==> src/cc2ms_pkg.sv <==
package cc2ms_pkg;

    localparam int unsigned COUNTER_WIDTH_DEF = 64;
    localparam int unsigned IN_WIDTH          = 64;
    localparam int unsigned RATE_WIDTH        = 23;
    localparam int unsigned REM_WIDTH         = RATE_WIDTH + 1;
    localparam int unsigned QUOT_WIDTH        = 32;
    localparam int unsigned CFG_DATA_WIDTH    = 64;
    localparam int unsigned CFG_INDEX_WIDTH   = 8;

    localparam logic [RATE_WIDTH-1:0] TICKS_PER_MS_RESET = RATE_WIDTH'(100000);

    typedef enum logic [CFG_INDEX_WIDTH-1:0] {
        CFG_TICKS_PER_MS = 8'd0,
        CFG_START_COUNT  = 8'd1
    } cfg_index_t;

    // Control from the end of the cell chain into the output queue
    typedef struct packed {
        logic push;
    } q_ctrl_t;

endpackage

==> src/cc2ms_outq.sv <==
module cc2ms_outq
    import cc2ms_pkg::*;
(
    input  logic                  aclk,
    input  logic                  aresetn,
    input  q_ctrl_t               ctrl_in,
    input  logic [QUOT_WIDTH-1:0] push_data,
    output logic                  full,
    output logic                  m_tvalid,
    input  logic                  m_tready,
    output logic [QUOT_WIDTH-1:0] m_tdata
);

    logic [QUOT_WIDTH-1:0] mem_reg [2];
    logic [1:0]            count_reg, count_next;
    logic                  wr_ptr_reg, rd_ptr_reg;
    logic                  pop;

    assign pop      = m_tvalid && m_tready;
    assign m_tvalid = (count_reg != 2'd0);
    assign full     = (count_reg == 2'd2);
    assign m_tdata  = mem_reg[rd_ptr_reg];

    always_comb begin
        count_next = count_reg;
        case ({ctrl_in.push, pop})
            2'b10:   count_next = count_reg + 2'd1;
            2'b01:   count_next = count_reg - 2'd1;
            default: count_next = count_reg;
        endcase
    end

    always_ff @(posedge aclk) begin
        if (!aresetn) begin
            count_reg  <= 2'd0;
            wr_ptr_reg <= 1'b0;
            rd_ptr_reg <= 1'b0;
        end else begin
            count_reg <= count_next;
            if (ctrl_in.push) begin
                wr_ptr_reg <= !wr_ptr_reg;
            end
            if (pop) begin
                rd_ptr_reg <= !rd_ptr_reg;
            end
        end
    end

    always_ff @(posedge aclk) begin
        if (ctrl_in.push) begin
            mem_reg[wr_ptr_reg] <= push_data;
        end
    end

endmodule

==> config.mk <==
export PLATFORM = sky130hd
export DESIGN_NAME = cc2ms_outq
export DESIGN_NICKNAME = d
export VERILOG_FILES = /design/src/cc2ms_pkg.sv /design/src/cc2ms_outq.sv
export SDC_FILE = /design/constraint.sdc
export NUM_CORES = 1
export LEC_CHECK = 0
export ABC_CLOCK_PERIOD_IN_PS = 5000
export BUFFER_PORTS_ARGS = -buffer_cell sky130_fd_sc_hd__buf_2
export CAP_MARGIN = 20
export CORE_ASPECT_RATIO = 1.5
export CORE_MARGIN = 8
export CORE_UTILIZATION = 45
export DETAILED_ROUTE_END_ITERATION = 8
export HOLD_SLACK_MARGIN = 0.15
export PLACE_DENSITY = 0.82
export SLEW_MARGIN = 0
export SYNTH_ARGS = -nofsm -noshare
export SYNTH_HDL_FRONTEND = slang
export SYNTH_SLANG_ARGS = --single-unit
export TNS_END_PERCENT = 1
==> constraint.sdc <==
create_clock -name aclk -period 5 [get_ports aclk]
set_input_delay 1 -clock aclk [delete_from_list [all_inputs] [get_ports aclk]]
set_output_delay 1 -clock aclk [all_outputs]
set_load 0.1 [all_outputs]
==> metrics.md <==
| Metric | Value |
|---|---|
| Status | `finished, final reports clean` |
| Core area | `5450 sq um` |
| RSZ-0062 raised after global routing | `false` |
| Drt total wl | `between 4000 and 5000 um` |
| Ant. Diodes | `0` |
| Ranking of synthesized cells by area | `edfxtp_1 76%, mux2_2 13%, dfxtp_1 4.0%, xnor2_1 1.0%, mux2_1 0.89%` |
| Post-route clock period utilization | `a little over 60%` |
| CTS resizes | `0` |
| CP arrival | `between 2000 and 2500 ps` |
| First-pass GRT wire length | `slightly above 7000 um` |
| Synth Instances | `123` |
| Tmin final | `3100 ps` |
| Worst flop-to-flop path startpoint | `wr_ptr_reg$_SDFFE_PN0P_` |
| Cell Rows | `33` |
| Final #Nets | `approximately 240` |
| Layout overhead on the synthesized area | `24.8%` |
| Synthesized net count | `160` |
| Antenna violations before repair | `0` |
| Worst setup path class | `flop to output port` |
| Hold Buf Count CTS | `0` |
| Worst EP required | `approximately 4000 ps` |
| Pleak | `about 1.2 nW` |
| # fillers | `443` |
| Post-synthesis sequential area ratio | `around 80%` |
| DRT Pass-1 Iters | `4` |
| HP Class | `flop to flop` |
| Clk Latency, worst-skew pair | `roughly 330 ps` |
| Final setup TNS | `0 ps` |
| Port Buffers | `~70` |
| Top-area cell type share of the netlist area | `about three quarters` |
| R2R cell count | `1` |
| Initial Utilization | `a little under half` |
| Pwr Total | `roughly 0.0019 W` |
| ANT nets after route | `0` |
| Gr ovfl total | `0` |
| Min-delay src | `count_reg[1]$_SDFFE_PN0P_` |
| Clk pin slew, worst setup/hold paths | `about 60 ps` |
| Synth cell types | `18` |
| Gr usage total | `a little under an eighth` |
| R2R setup slack | `roughly 3500 ps` |
| Final clock skew | `slightly below 8 ps` |
| F_max | `323 MHz` |
| Yosys top cell by area | `edfxtp_1` |
| CTS max path bufs | `2` |
| Max-cap violation count | `0` |
| Synthesized area per cell | `roughly 21 sq um` |
| Worst hold endpoint | `count_reg[1]$_SDFFE_PN0P_` |
| # Post-CTS Setup Buffers | `0` |
| Die width | `between 70 and 80 um` |
| Ports | `70` |
| CTS Sinks | `a little under 70` |
| PD cells | `606 nW/um^2` |
| Number of global-route vias before repair | `approximately 1500` |
| Min-Delay Path Depth | `2` |
| Slew HR | `a little under two fifths` |
| Util after Layout | `~58%` |
| Placed insts | `260` |
| Vias per Instance | `4.83` |
| Die area | `just over 8000 sq um` |
| Htree depth | `3` |
| Routed WL per cell | `~16 um` |
| RR Endpoint | `mem_reg[0][26]$_DFFE_PP_` |
| Number of flip-flops in the largest register | `64` |
| CTS tree | `yes` |
| CP startpoint kind | `flop` |
| CP endpoint kind | `output port` |
| Worst slew pin tran | `about 940 ps` |
| Final setup fails | `0` |
| Final Non-Filler Cells | `276` |
| Largest net degree at the start of global routing | `34` |
| Yosys reg bits | `a little under 70` |
| Share of layout cells above drive strength 1 | `a little under three fifths` |
| DR iter-0 viols | `around 70` |
| Total CTS buffers | `9` |
| Mapped Area | `approximately 2500 sq um` |
| Die extent in y | `between 100 and 150 um` |
| Fin. max-slew vios | `0` |
| Critical-path maximum fanout | `18` |
| Final routed DRC violation total | `0` |
| Final Hold Fails | `0` |
| Gpl congestion | `0.683` |
| Dpl hpwl | `roughly 3200 um` |
| Vias | `~1300` |
| Warnings from Yosys | `0` |
| Worst IR Drop VDD | `between 200 and 300 uV` |
| Clock root cell | `clkbuf_8` |
-- metrics by stage --
step / setup slack (ps) / instance area, sq um / hold WS (ps)
finish: 1900 / 3150 / 526
CTS: 1850 / 3150 / 532
floorplan: 2140 / 2530 / 474
detailed placement: 2220 / 2960 / 523
global placement: 2230 / 2960 / 499
global route: 1770 / 3150 / 551
-- cells by family after synthesis --
family | count (synthesis) | share of synthesized area, %
muxes | 32 | 14.3
and+or+nand+nor | 9 | 2.23
buffers and inverters | 5 | 0.891
xor gates and xnor gates | 3 | 1.04
AOI/OAI and AO/OA | 4 | 1.09
DFF | 69 | 80.0
adders and majority gates | 1 | 0.495
-- how the worst max path moves through the flow --
stage                        from                 endpoint  slack, ps  cells after the start
after global placement       flop              m_tdata[29]       2230                      3
final                        flop              m_tdata[29]       1900                      3
after floorplan           ctrl_in  mem_reg[0][0]$_DFFE_PP_       2140                      2
after detailed placement     flop              m_tdata[29]       2220                      3
after CTS                    flop              m_tdata[29]       1850                      3
after global routing         flop              m_tdata[29]       1770                      3
-- placed cells by master (no fill, tap or decap) --
cell	n
mux2_1	2
o21ai_0	1
nor2b_1	3
clkinv_4	2
bufinv_16	1
xnor2_1	3
clkinvlp_4	1
clkbuf_8	9
buf_4	2
or3_1	1
nor2_4	1
and2_1	2
dfxtp_1	5
ha_1	1
or2_2	1
a21boi_1	1
clkinv_1	3
o21a_1	2
inv_1	1
mux2_2	30
buf_2	69
edfxtp_1	64
and2b_2	1
-- final cells by class --
type                    instances  area, sq um  area share, %
flip-flops and latches         69         2020           64.1
multi-input cells              49          490           15.5
repair buffers                 71          360           11.4
clock buffers                   9          124           3.93
well taps                      70         87.6           2.78
clock inverters                 7         66.3           2.10
inverters                       1         3.75          0.119
-- worst max-delay path, stage by stage (launching register included) --
cell and delay, ps:
dfxtp_1 730, buf_4 370, mux2_2 370, buf_2 290
-- synthesized netlist by cell type --
cell      count
o21a_1        2
or2_2         1
mux2_1        2
clkbuf_1      1
and2b_2       1
mux2_2       30
buf_2         3
o21ai_0       1
nor2b_1       3
xnor2_1       3
nor2_1        1
ha_1          1
or3_1         1
inv_1         1
dfxtp_1       5
a21boi_1      1
and2_1        2
edfxtp_1     64
-- layer usage --
layer / up-vias / GRT usage, % / wire length, um
met5: - / 0 / 0
met4: 0 / 7.72 / 127
met3: 9 / 5.18 / 350
met2: 54 / 20.0 / 2420
met1: 641 / 10.0 / 1610
li1: 629 / - / -
-- report_power, final --
part           switching (W)  total, W  internal [W]  leakage, nW
logic               0.000626  0.000786      0.000161        0.453
clock network       0.000192  0.000418      0.000226       0.0919
registers          0.0000317  0.000706      0.000675        0.642
total               0.000849   0.00191       0.00106         1.19
(Power assumes the default switching activity.)
