`src/cc2ms_pkg.sv`:
```
package cc2ms_pkg;

    localparam int unsigned COUNTER_WIDTH_DEF = 64;
    localparam int unsigned IN_WIDTH          = 64;
    localparam int unsigned RATE_WIDTH        = 23;
    localparam int unsigned REM_WIDTH         = RATE_WIDTH + 1;
    localparam int unsigned QUOT_WIDTH        = 32;
    localparam int unsigned CFG_DATA_WIDTH    = 64;
    localparam int unsigned CFG_INDEX_WIDTH   = 8;

    localparam logic [RATE_WIDTH-1:0] TICKS_PER_MS_RESET = RATE_WIDTH'(100000);

    typedef enum logic [CFG_INDEX_WIDTH-1:0] {
        CFG_TICKS_PER_MS = 8'd0,
        CFG_START_COUNT  = 8'd1
    } cfg_index_t;

    // Control from the end of the cell chain into the output queue
    typedef struct packed {
        logic push;
    } q_ctrl_t;

endpackage

```
`src/cc2ms_cell.sv`:
```
module cc2ms_cell
    import cc2ms_pkg::*;
#(
    parameter int unsigned COUNTER_WIDTH = COUNTER_WIDTH_DEF
) (
    input  logic                     aclk,
    input  logic                     aresetn,
    input  logic                     en,
    input  logic [RATE_WIDTH-1:0]    den,
    input  logic                     in_valid,
    input  logic [RATE_WIDTH-1:0]    in_rem,
    input  logic [COUNTER_WIDTH-1:0] in_dvd,
    input  logic [QUOT_WIDTH-1:0]    in_quot,
    output logic                     out_valid,
    output logic [RATE_WIDTH-1:0]    out_rem,
    output logic [COUNTER_WIDTH-1:0] out_dvd,
    output logic [QUOT_WIDTH-1:0]    out_quot
);

    logic                     valid_reg;
    logic [RATE_WIDTH-1:0]    rem_reg, rem_next;
    logic [COUNTER_WIDTH-1:0] dvd_reg, dvd_next;
    logic [QUOT_WIDTH-1:0]    quot_reg, quot_next;
    logic [REM_WIDTH-1:0]     trial;
    logic [REM_WIDTH-1:0]     diff;
    logic                     fits;

    // One restoring step: bring down the next dividend bit, subtract if it fits
    always_comb begin
        trial     = {in_rem, in_dvd[COUNTER_WIDTH-1]};
        diff      = trial - {1'b0, den};
        fits      = (trial >= {1'b0, den});
        rem_next  = fits ? diff[RATE_WIDTH-1:0] : trial[RATE_WIDTH-1:0];
        dvd_next  = {in_dvd[COUNTER_WIDTH-2:0], 1'b0};
        quot_next = {in_quot[QUOT_WIDTH-2:0], fits};
    end

    always_ff @(posedge aclk) begin
        if (!aresetn) begin
            valid_reg <= 1'b0;
        end else if (en) begin
            valid_reg <= in_valid;
        end
    end

    always_ff @(posedge aclk) begin
        if (en) begin
            rem_reg  <= rem_next;
            dvd_reg  <= dvd_next;
            quot_reg <= quot_next;
        end
    end

    assign out_valid = valid_reg;
    assign out_rem   = rem_reg;
    assign out_dvd   = dvd_reg;
    assign out_quot  = quot_reg;

endmodule

```
`config.mk`:
```
export PLATFORM = sky130hd
export DESIGN_NAME = cc2ms_cell
export DESIGN_NICKNAME = d
export VERILOG_FILES = /design/src/cc2ms_pkg.sv /design/src/cc2ms_cell.sv
export SDC_FILE = /design/constraint.sdc
export NUM_CORES = 1
export LEC_CHECK = 0
export BUFFER_PORTS_ARGS = -buffer_cell sky130_fd_sc_hd__clkbuf_2
export CORE_MARGIN = 2
export CORE_UTILIZATION = 43
export CTS_BUF_LIST = sky130_fd_sc_hd__clkbuf_4
export DETAILED_ROUTE_END_ITERATION = 10
export PLACE_DENSITY = 0.79
export REMOVE_ABC_BUFFERS = 1
export SYNTH_ARGS = -nofsm -noshare
export SYNTH_HDL_FRONTEND = slang
export SYNTH_SLANG_ARGS = --single-unit
```
`constraint.sdc`:
```
create_clock -name aclk -period 2.75 [get_ports aclk]
set_input_delay 0.275 -clock aclk [delete_from_list [all_inputs] [get_ports aclk]]
set_output_delay 0.275 -clock aclk [all_outputs]
set_load 0.1 [all_outputs]
```
==> results of run 1 <==
[cell type report]
type / instances / area [µm²] / share of cell area
Sequential cell: 119 / 3563 / 0.4243
Timing Repair Buffer: 415 / 2710 / 0.3227
Multi-Input combinational cell: 206 / 1559 / 0.1856
Tap cell: 147 / 183.9 / 0.02190
Clock buffer: 19 / 142.6 / 0.01698
Clock inverter: 13 / 130.1 / 0.01549
Inverter: 29 / 108.9 / 0.01296
[registers in the layout (all words and copies together) (netlist names)]
| name | count |
|---|---|
| out_quot | 32 |
| out_valid | 1 |
| out_dvd | 63 |
| out_rem | 23 |
[where the power goes]
group / switching, W / internal [W] / total, W
combinational: 0.00168 / 0.000544 / 0.00223
clock: 0.000708 / 0.000553 / 0.00126
sequential: 0.0000609 / 0.00220 / 0.00226
[metrics by stage]
stage	setup TNS (ns)	cell area, µm²	hold WS [ns]
after floorplan	0	5231	0.3739
after global placement	-2.753	7174	0.4515
after detailed placement	-4.442	7174	0.4537
after CTS	0	8398	0.009556
after global routing	0	8398	0.02106
final	0	8398	0.04753
[logic make-up (layout without fill, tap and decap cells)]
| kind of cell | after synthesis | count (layout) |
|---|---|---|
| DFF | 119 | 119 |
| AOI/OAI and AO/OA | 77 | 77 |
| and+or+nand+nor | 68 | 68 |
| buffers and inverters | 34 | 476 |
| adders and majority gates | 24 | 24 |
| muxes | 19 | 19 |
| xor gates and xnor gates | 17 | 17 |
| other | 1 | 1 |
[per-layer routing]
| layer | vias up | part of all wire | GRT usage |
|---|---|---|---|
| met2 | 270 | 0.50 | 0.4722 |
| met3 | 62 | 0.070 | 0.08047 |
| met4 | 0 | 0.051 | 0.1550 |
| met5 | - | 0 | 0 |
| met1 | 2273 | 0.38 | 0.3070 |
| li1 | 2229 | - | - |
[path summary, 6_finish.rpt]
check                                end  depth (start not counted)  slack, ns              startpoint
setup reg to reg  out_valid$_SDFFE_PN0P_                          2       2.13  out_valid$_SDFFE_PN0P_
hold / removal    out_valid$_SDFFE_PN0P_                          3       0.05                in_valid
hold reg to reg   out_valid$_SDFFE_PN0P_                          2       0.56  out_valid$_SDFFE_PN0P_
setup / recovery    out_rem[4]$_DFFE_PP_                         10       0.22                 den[19]
[synthesized netlist by cell type (2+ instances only)]
cell type	count
edfxtp_1	118
inv_1	29
ha_1	23
nand2_1	19
a21oi_1	17
o21ai_0	16
nor2_1	15
nand3_1	12
xnor2_1	12
a21o_1	10
mux2_4	10
a31oi_1	8
mux2i_1	5
xor2_1	5
mux2_2	4
nand4_1	4
nor2b_1	4
o21bai_1	4
nor3_1	3
or3_1	3
a311o_1	2
and3_1	2
clkbuf_1	2
nor4b_1	2
o21a_1	2
o21ai_1	2
o2bb2ai_1	2
o31ai_1	2
[critical path: stages]
cell and delay, ns:
clkbuf_2 0.08, inv_1 0.03, ha_1 0.32, a21oi_1 0.24
o21ai_1 0.14, a211oi_1 0.25, nor2_1 0.09, or3_1 0.37
nor2_4 0.58, mux2_2 0.41
==> run metrics, run 1 <==
status finished clean; P_leak about 3.9 nW; clock-pin slew on the worst setup and hold paths 0.11 ns; GRT Overall Usage 0.2750; Critical Path Sink Type flip-flop; Detail Placement HPWL 11570 µm; Max Root-Sink Buffers 2; Clk Tree Root Cell clkbuf_4; CTS resizes 0; DR pass1 iterations 5; VDD IR max roughly 320 µV; RSZ-0062 raised after global routing false; Clock Skew 0 ns; ant diodes 0; H-tree lvl count 4; Post-Synth Simple-Gate Area 0.06314; TritonCTS clock tree built; Power, Total roughly 0.0057 W; Yosys cell types 50; DIE WIDTH 114.7 µm; row cnt 40; clock sinks between 100 and 150; Mean Syn Cell Area 14.68 µm²; main flop type after synthesis edfxtp_1; synth top area cells edfxtp_1 (67%), ha_1 (5.5%), mux2_4 (2.8%), inv_1 (2.1%), xnor2_1 (2.0%); Yosys top cell by area edfxtp_1; Yosys top cell area share 0.6722; GP Congestion 0.8581; PnR worst setup slack 0.2227 ns; Compound-Gate Fraction of Synth Area 0.09874; WL/cell 19.41 µm; total number of vias roughly 4800; number of synthesized flops with an enable pin 118; Ys Warns 0; effective utilization at floorplan 0.4389; drt initial violations around 450; non-filler cells, final around 950; routed vias/inst 5.099; layout cell share with drive strength beyond 1 0.4619; Die Area 0.01316 mm²; Ports 266; count of pins over their slew limit 0; Seq/Total Area, Yosys 0.6760; Setup WS pre-CTS -0.2788 ns; Hold Fails Final Rpt 0; post-synthesis xor/xnor area fraction 0.02825; initial antenna violation count 0; Layout area overhead 59.32%; Inst Count DP roughly 820; number of fill cells in the layout 808; largest family of logic cells by synthesized area compound AO/OA/AOI/OAI gates; mux contribution to synthesized area 0.04652; largest net degree at the start of global routing 64; fin util 0.6992; Max Cap Viol 0; Clock Latency Late Sink between 0.5 and 0.6 ns; # DRC 0; # nets final ~960; Detail Route Antenna Nets 0; critical path required time approximately 3.0 ns; relative slew slack 0.5146; synthesized flop and latch total between 100 and 150; commonest non-fill, non-tap cell in the layout clkbuf_2; cts hold-fix bufs between 90 and 100; Final Setup Violations 0; adder-cell area share of the yosys netlist 0.05839; f_max slightly below 0.4 GHz; Data arrival, critical path approximately 2.8 ns; grt ovf 0; worst min-delay path category in2reg; Tmin final between 2 and 3 ns; pwr dens 684.1 mW/mm²; Worst setup SP type input port; post-CTS setup buffer count 0; core area approximately 0.012 mm²; Inserted Clock Buffers 17; Post-Syn Area 0.005271 mm²; Async S/R FF share, synth 0; Crit Path Max Fanout 20; Tcrit/Tclk final 0.9190; Die H 114.7 µm; number of global-route vias before repair roughly 4800; I/O Buffers roughly 260; final wirelength about 18000 µm; Worst Tran Pin Value between 0.7 and 0.8 ns; first-pass GRT wire length 26610 µm; crit path kind in2reg; most frequent cells in the layout clkbuf_2 (262), edfxtp_1 (118), dlygate4sd3_1 (95); Mapped Cells ~360
Note: power is estimated with default switching activity, not from simulation.
==> run 2, diff against run 1 <==
--- a/config.mk
+++ b/config.mk
@@ -7,10 +7,10 @@
 export LEC_CHECK = 0
 export BUFFER_PORTS_ARGS = -buffer_cell sky130_fd_sc_hd__clkbuf_2
 export CORE_MARGIN = 2
-export CORE_UTILIZATION = 43
+export CORE_UTILIZATION = 51
 export CTS_BUF_LIST = sky130_fd_sc_hd__clkbuf_4
 export DETAILED_ROUTE_END_ITERATION = 10
-export PLACE_DENSITY = 0.79
+export PLACE_DENSITY = 0.88
 export REMOVE_ABC_BUFFERS = 1
 export SYNTH_ARGS = -nofsm -noshare
 export SYNTH_HDL_FRONTEND = slang
==> constraint.sdc (replaced) <==
create_clock -name aclk -period 3.15 [get_ports aclk]
set_input_delay 0.315 -clock aclk [delete_from_list [all_inputs] [get_ports aclk]]
set_output_delay 0.315 -clock aclk [all_outputs]
set_load 0.1 [all_outputs]
==> run 2 against run 1 <==
Compared with the run above: non-clock buffer count is 47 lower; die area shrank 15%; wire length shrank 0.22%; largest cell class unchanged; total power shrank 15%; utilization is 8.8 points higher; via count down 1.5%.
==> run metrics, run 2 (synthesis results as in run 1) <==
Max Cap Viol 0 (unchanged); grt ovf 0 (unchanged); Final Setup Violations 0 (unchanged); Tcrit/Tclk final 0.8493; row cnt 37 (was 40); status finished clean (unchanged); clock-pin slew on the worst setup and hold paths 0.11 ns (about the same); Hold Path Sink out_valid$_SDFFE_PN0P_ (unchanged); Tmin final between 2 and 3 ns; RSZ-0062 raised after global routing false (unchanged); hold_ws 0.08274 ns (was 0.04753 ns); # nets final 911 (was 958); Clk Tree Root Cell clkbuf_4 (unchanged); clock sinks 119 (unchanged); drt initial violations 395 (was 448); Die H 105.7 µm (was 114.7 µm); core area 0.01018 mm² (was 0.01201 mm²); layout cell share with drive strength beyond 1 0.4236 (was 0.4619); largest net degree at the start of global routing 55 (was 64); DR pass1 iterations 5 (unchanged); worst r2r src out_valid$_SDFFE_PN0P_ (unchanged); Data arrival, critical path 2.96 ns (was 2.80 ns); GRT Overall Usage 0.3294 (was 0.2750); total number of vias 4760 (was 4834); critical path required time 3.44 ns (was 3.03 ns); f_max ~0.37 GHz; Detail Placement HPWL 11450 µm (was 11570 µm); crit path kind in2reg (unchanged); WL/cell 20.63 µm (was 19.41 µm); number of fill cells in the layout 611 (was 808); Hold Fails Final Rpt 0 (unchanged); Clock Skew 0 ns (unchanged); TritonCTS clock tree built (unchanged); R2R Setup Slk 2.52 ns (was 2.13 ns); first-pass GRT wire length 27090 µm (was 26610 µm); pwr dens 612.1 mW/mm² (was 684.1 mW/mm²); I/O Buffers 263 (unchanged); # DRC 0 (unchanged); terminus of the critical flop-to-flop path out_valid$_SDFFE_PN0P_ (unchanged); Crit Path Max Fanout 24 (was 20); routed vias/inst 5.348 (was 5.099); GP Congestion 0.8605 (was 0.8581); Detail Route Antenna Nets 0 (unchanged); Max Root-Sink Buffers 2 (unchanged); VDD IR max 324.6 µV (was 323.7 µV); Inserted Clock Buffers 17 (unchanged); relative slew slack 0.2412 (was 0.5146); Worst Tran Pin Value 1.130 ns (was 0.7264 ns); number of global-route vias before repair 4832 (was 4769); r2r worst-path depth 2 (unchanged); effective utilization at floorplan 0.5176 (was 0.4389); Die Area 0.01117 mm² (was 0.01316 mm²); DIE WIDTH 105.7 µm (was 114.7 µm); most frequent cells in the layout clkbuf_2 (262), edfxtp_1 (118), dlygate4sd3_1 (95) (unchanged); fin util 0.7870 (was 0.6992); Clock Latency Late Sink 0.52 ns (was 0.51 ns); Largest register FFs 63 (unchanged); worst min-delay path category in2reg (unchanged); Worst setup SP type input port (unchanged); Ports 266 (unchanged); final wirelength 18360 µm (was 18400 µm); count of pins over their slew limit 0 (unchanged); Worst Min Path Start in_valid (unchanged); commonest non-fill, non-tap cell in the layout clkbuf_2 (unchanged); initial antenna violation count 1 (was 0); H-tree lvl count 4 (unchanged); WHS Path Cells 3 (unchanged); Critical Path Sink Type flip-flop (unchanged); Layout area overhead 52.05% (was 59.32%); P_leak 3.699 nW (was 3.923 nW)
run 2: cell types whose count changed in the layout (fill, tap and decap cells not counted):
cell	before	now
buf_4	57	10
clkinvlp_4	4	0
clkinv_1	2	5
clkinv_4	0	2
inv_6	2	0
diode_2	0	1
run 2: through the flow:
step / setup slack [ns] / setup TNS (ns) / instance area [µm²] / std cells / total power [W]
2_1_floorplan: 0.4366 / 0 / 5231 / 354 / 0.003383
3_3_place_gp: 0.07426 / 0 / 6808 / 763 / 0.003716
3_5_place_dp: -0.03408 / -0.08902 / 6808 / 763 / 0.003745
4_1_cts: 0.5519 / 0 / 8013 / 889 / 0.004843
5_1_grt: 0.3558 / 0 / 8015 / 890 / 0.005039
6_report: 0.4746 / 0 / 8015 / 890 / 0.004906
run 2: critical path, cell delays in order:
cell and delay (ns):
clkbuf_2 0.08, inv_1 0.04, ha_1 0.35, a21oi_1 0.23
o21ai_1 0.16, a211oi_1 0.30, nor2_1 0.09, or3_1 0.38
nor2_4 0.60, mux2_2 0.42
run 2: cell type report:
| cell class | count | area [µm²] | share of cell area |
|---|---|---|---|
| Multi-Input combinational cell | 206 | 1559 | 0.1945 |
| Inverter | 29 | 108.9 | 0.01358 |
| Clock buffer | 19 | 142.6 | 0.01780 |
| Sequential cell | 119 | 3563 | 0.4446 |
| Timing Repair Buffer | 368 | 2357 | 0.2941 |
| Clock inverter | 12 | 111.4 | 0.01389 |
| Antenna cell | 1 | 2.502 | 0.0003122 |
| Tap cell | 136 | 170.2 | 0.02123 |
run 2: layer usage:
metal / GRT usage / vias up / part of all wire
li1: - / 2128 / -
met1: 0.3738 / 2300 / 0.36
met2: 0.5889 / 277 / 0.52
met3: 0.08472 / 55 / 0.083
met4: 0.1372 / 0 / 0.035
met5: 0 / - / 0
run 2: power breakdown:
group,switching (W),internal [W]
registers,0.0000553,0.00192
clock network,0.000588,0.000469
logic,0.00145,0.000421
total,0.00210,0.00281
run 2: worst max path at each step:
stage | start | endpoint | slack (ns) | cells past startpoint
finish | den[19] | out_rem[4]$_DFFE_PP_ | 0.47 | 10
global route | den[19] | out_rem[4]$_DFFE_PP_ | 0.36 | 10
CTS | den[19] | out_rem[4]$_DFFE_PP_ | 0.55 | 10
detailed placement | den[19] | out_rem[4]$_DFFE_PP_ | -0.03 | 10
global placement | den[19] | out_rem[6]$_DFFE_PP_ | 0.07 | 10
floorplan | den[19] | out_rem[3]$_DFFE_PP_ | 0.44 | 9
run 2: what timing repair did:
| action | in CTS | in global routing |
|---|---|---|
| setup buffers | 0 | 0 |
| resized for setup | 0 | 0 |
| hold buffers | 95 | 0 |
| hold endpoints to repair | 95 | 0 |
| setup endpoints to repair | 0 | 0 |
